`config.mk`:
```
export PLATFORM = sky130hd
export DESIGN_NAME = isl_cell
export DESIGN_NICKNAME = d
export VERILOG_FILES = /design/src/design/isl_pkg.sv /design/src/design/isl_cell.sv
export SDC_FILE = /design/constraint.sdc
export NUM_CORES = 1
export LEC_CHECK = 0
export BUFFER_PORTS_ARGS = -buffer_cell sky130_fd_sc_hd__buf_2
export CAP_MARGIN = 10
export CORE_AREA = 10 10 122 124
export CTS_BUF_LIST = sky130_fd_sc_hd__clkbuf_16
export DETAILED_ROUTE_END_ITERATION = 16
export DIE_AREA = 0 0 132 134
export GPL_TIMING_DRIVEN = 0
export PLACE_DENSITY = 0.75
export SLEW_MARGIN = 20
export SYNTH_ARGS = -nofsm -noshare
export SYNTH_HDL_FRONTEND = slang
export SYNTH_SLANG_ARGS = --single-unit
```
`constraint.sdc`:
```
create_clock -name clk -period 6.4 [get_ports clk]
set_input_delay 0.32 -clock clk [delete_from_list [all_inputs] [get_ports clk]]
set_output_delay 0.32 -clock clk [all_outputs]
set_load 0.03 [all_outputs]
```
`src/design/isl_pkg.sv`:
```
`timescale 1ns / 1ps
// ============================================================================
// isl_pkg: shared types and constants for the indexed shift list
// Operation and status codes, per-cell control, fixed field widths.
// ============================================================================
package isl_pkg;

    // Fixed widths of the channel fields
    localparam int MODE_BITS   = 3;
    localparam int POS_IN_BITS = 9;
    localparam int VALUE_BITS  = 64;
    localparam int COUNT_BITS  = 9;
    localparam int STATUS_BITS = 2;

    // Cell index width, covers up to 4096 cells
    localparam int POS_BITS = 12;

    // Cells per first-level group of the read tree
    localparam int GROUP = 16;

    typedef enum logic [MODE_BITS-1:0] {
        MODE_INSERT = 3'd0,
        MODE_REMOVE = 3'd1,
        MODE_GET    = 3'd2,
        MODE_SET    = 3'd3,
        MODE_PUSH   = 3'd4,
        MODE_POP    = 3'd5
    } mode_t;

    typedef enum logic [STATUS_BITS-1:0] {
        ST_OK   = 2'd0,
        ST_FULL = 2'd1,
        ST_BAD  = 2'd2
    } status_t;

    // Broadcast cell operation
    typedef enum logic [1:0] {
        CELL_HOLD  = 2'd0,
        CELL_INS   = 2'd1,
        CELL_DEL   = 2'd2,
        CELL_WRITE = 2'd3
    } cell_op_t;

    typedef struct packed {
        cell_op_t            op;
        logic [POS_BITS-1:0] pos;
        logic                rd;
    } cell_ctrl_t;

endpackage

```
`src/design/isl_cell.sv`:
```
`timescale 1ns / 1ps
// ============================================================================
// isl_cell: one list entry
// Holds one word; loads from its lower neighbor, upper neighbor or the input.
// ============================================================================
module isl_cell
    import isl_pkg::*;
#(
    parameter int INDEX     = 0,
    parameter int WORD_BITS = 64
) (
    input  logic                 clk,
    input  cell_ctrl_t           ctrl,
    input  logic [WORD_BITS-1:0] left,
    input  logic [WORD_BITS-1:0] right,
    input  logic [WORD_BITS-1:0] value,
    output logic [WORD_BITS-1:0] word,
    output logic [WORD_BITS-1:0] tap
);

    localparam logic [POS_BITS-1:0] IDX = POS_BITS'(INDEX);

    logic [WORD_BITS-1:0] word_reg;
    logic [WORD_BITS-1:0] word_next;
    logic                 hit;

    assign hit = (ctrl.pos == IDX);

    always_comb
    begin
        word_next = word_reg;
        case (ctrl.op)
            CELL_INS:
            begin
                if (hit)
                    word_next = value;
                else if (IDX > ctrl.pos)
                    word_next = left;
            end
            CELL_DEL:
            begin
                if (IDX >= ctrl.pos)
                    word_next = right;
            end
            CELL_WRITE:
            begin
                if (hit)
                    word_next = value;
            end
            default:
                word_next = word_reg;
        endcase
    end

    always_ff @(posedge clk)
    begin
        word_reg <= word_next;
    end

    assign word = word_reg;
    // read tap: only the addressed cell drives nonzero
    assign tap  = (ctrl.rd && hit) ? word_reg : '0;

endmodule

```
==> summary.md <==
| Metric | Value |
|---|---|
| Status | complete, no violations |
| Non-Filler Instances | 1051 |
| Slowest CP cell | nor3_2 |
| Cells after Synth | 526 |
| Final setup viols | 0 |
| Post-DRT Antenna Nets | 0 |
| Row count | 41 |
| TritonCTS clock tree | yes |
| Fillers | 1239 |
| Vias | 5923 |
| WP data arrival | 2.73 ns |
| DIE HEIGHT | 134 um |
| Depth of the CTS H-tree | 3 |
| Port Buf Inserts | 333 |
| Flops & latches, synth | 64 |
| Max reg flops | between 60 and 70 |
| Met2 WL | 11690 um |
| Fin crit share | 47.70% |
| Core area | ~12000 um2 |
| Post-synthesis sequential area ratio | about 40% |
| Top layer in use | met5 |
| Vias in the first global route | about 6000 |
| Mapped cell area | 4851 um2 |
| Setup Fix Bufs, Post-CTS | 0 |
| Ys Warns | 0 |
| WL met3 | about 2300 um |
| Syn avg cell area | between 9 and 10 um2 |
| Hold buffer count at CTS | 0 |
| Initial core utilization | 38.91% |
| Leakage | 3.386 nW |
| Max Fclk | 327.6 MHz |
| DIE WIDTH | 132 um |
| Syn nets | about 730 |
| Layout cells sized above 1 | 40.89% |
| Largest net degree at the start of global routing | 23 |
| First-pass GRT wire length | 34780 um |
| CP Data Required Time | between 6 and 7 ns |
| Worst path max stage delay | 0.64 ns |
| HP Class | in -> reg |
| Cell repeated most along the worst path | buf_2 |
| CTS sink count | 64 |
| Period minus WS final | 3.053 ns |
| HPWL Detailed | 18770 um |
| Netlist cell types | 17 |
| Routability cong. | between 0.9 and 1 |
| Total GRT Usage | 24.79% |
| Max-slew violations | 0 |
| Max FO, Critical Path | 10 |
| Initial antenna violation count | 1 |
| Final wirelength | 23630 um |
| Max cap viols | 0 |
| CP cell instances | buf_2 -> or4_1 -> nor3_2 -> clkbuf_1 -> and3_1 -> buf_2 |
| Met1 WL | 9064 um |
| Critical path startpoint category | input port |
| Post-Place Cells | between 1000 and 1500 |
| Drt drc | 0 |
| Vias per inst | 5.636 |
| Final #Nets | 1081 |
| CP endpoint kind | output pin |
| Slew @ Worst Pin | 0.7422 ns |
| WL/cell | 22.49 um |
| DR pass1 iterations | 6 |
| Worst slew margin | 50.25% |
| Pwr/cell area | 162.6 nW/um2 |
| Ports | 336 |
| RSZ-0062 raised after global routing | false |
| Initial DRC Count | between 500 and 600 |
| Remaining global-route overflow | 0 |
| Fin. Hold Viols | 0 |
| Longest Clk Path Bufs | 2 |
| Critical Setup Path Class | in -> out |
| Maximum VDD drop | 0.08631 mV |
| CTS Root Cell | clkbuf_16 |
| Clock-pin slew on the worst setup and hold paths | 0.06 ns |
| TritonCTS Buffers | 9 |
| Area Overhead vs Synth | 46.51% |
| Total Power | 1.156 mW |
| Die area | 17690 um2 |
| Post_cts resized | 0 |
==> stage by stage <==
stage | worst slack (ns) | setup TNS [ns] | area, um2 | hold slack [ns] | utilization [%]
after CTS | 3.435 | 0 | 7104 | 0.2974 | 56.99
after global routing | 3.369 | 0 | 7104 | 0.3150 | 56.99
after floorplan | 1.720 | 0 | 4851 | 0.5362 | -
after detailed placement | 3.434 | 0 | 6815 | 0.6439 | 54.67
final | 3.347 | 0 | 7107 | 0.3095 | 57.01
after global placement | -0.1235 | -7.482 | 6733 | 0.6347 | 54.01
==> synthesized netlist by cell type, drive strengths merged <==
cell type | instances | share of area (%)
or4 | 3 | 0.54
nor2b | 65 | 8.4
o311ai | 64 | 12
or3 | 1 | 0.13
and2 | 1 | 0.13
buf | 18 | 2.3
a22oi | 64 | 9.9
clkbuf | 51 | 3.9
o31ai | 64 | 9.9
nor3 | 1 | 0.21
edfxtp | 64 | 40
and3 | 64 | 8.3
inv | 64 | 5.0
nor2 | 2 | 0.15
==> worst paths after layout <==
check / start / end / cells after the start
min: right[49] / word[49] / 3
max: ctrl[5] / tap[29] / 6
==> routing by layer <==
| layer | vias to the layer above | track usage, % |
|---|---|---|
| met5 | - | 0 |
| met4 | 2 | 8.900 |
| met3 | 42 | 7.356 |
| met2 | 351 | 43.38 |
| met1 | 2783 | 28.04 |
| li1 | 2745 | - |
==> layout make-up <==
cell class	instances	area, um2	share of cell area [%]
multi-input cells	329	2392	33.66
flip-flops and latches	64	1922	27.04
repair buffers	336	1742	24.51
plain buffers	69	304.0	4.278
inverters	64	240.2	3.380
clock buffers	9	225.2	3.169
well taps	172	215.2	3.028
clock inverters	7	63.81	0.8979
diodes	1	2.502	0.03521
==> report_power, final <==
group | switching (mW) | total [mW] | internal, mW | leakage (nW)
Combinational | 0.109 | 0.208 | 0.0991 | 2.69
Sequential | 0.0000543 | 0.466 | 0.466 | 0.552
Clock | 0.183 | 0.481 | 0.298 | 0.144
Total | 0.292 | 1.16 | 0.863 | 3.39
==> logic make-up after synthesis <==
group                  Yosys count  synth area share, %
buffers and inverters          133                11.22
DFF                             64                39.62
AOI/OAI and AO/OA              192                31.36
and+or+nand+nor                137                17.80
==> placed cells by master (no fill, tap or decap), types with 2 or more instances in the layout <==
cell       count
edfxtp_1      64
clkinv_2       2
buf_16         2
inv_1         65
nor2b_1       65
clkbuf_1      51
buf_1         12
o311ai_0       5
a22oi_1       64
buf_6          6
o31ai_1       64
clkbuf_16      9
buf_2        333
and3_1        64
o311ai_1      59
or4_1          2
==> critical path, delay by kind of cell <==
| kind | cells | cell delay [ns] |
|---|---|---|
| and+or+nand+nor | 3 | 1.52 |
| buffers and inverters | 3 | 0.88 |
Power figures use the tool's default switching activity.
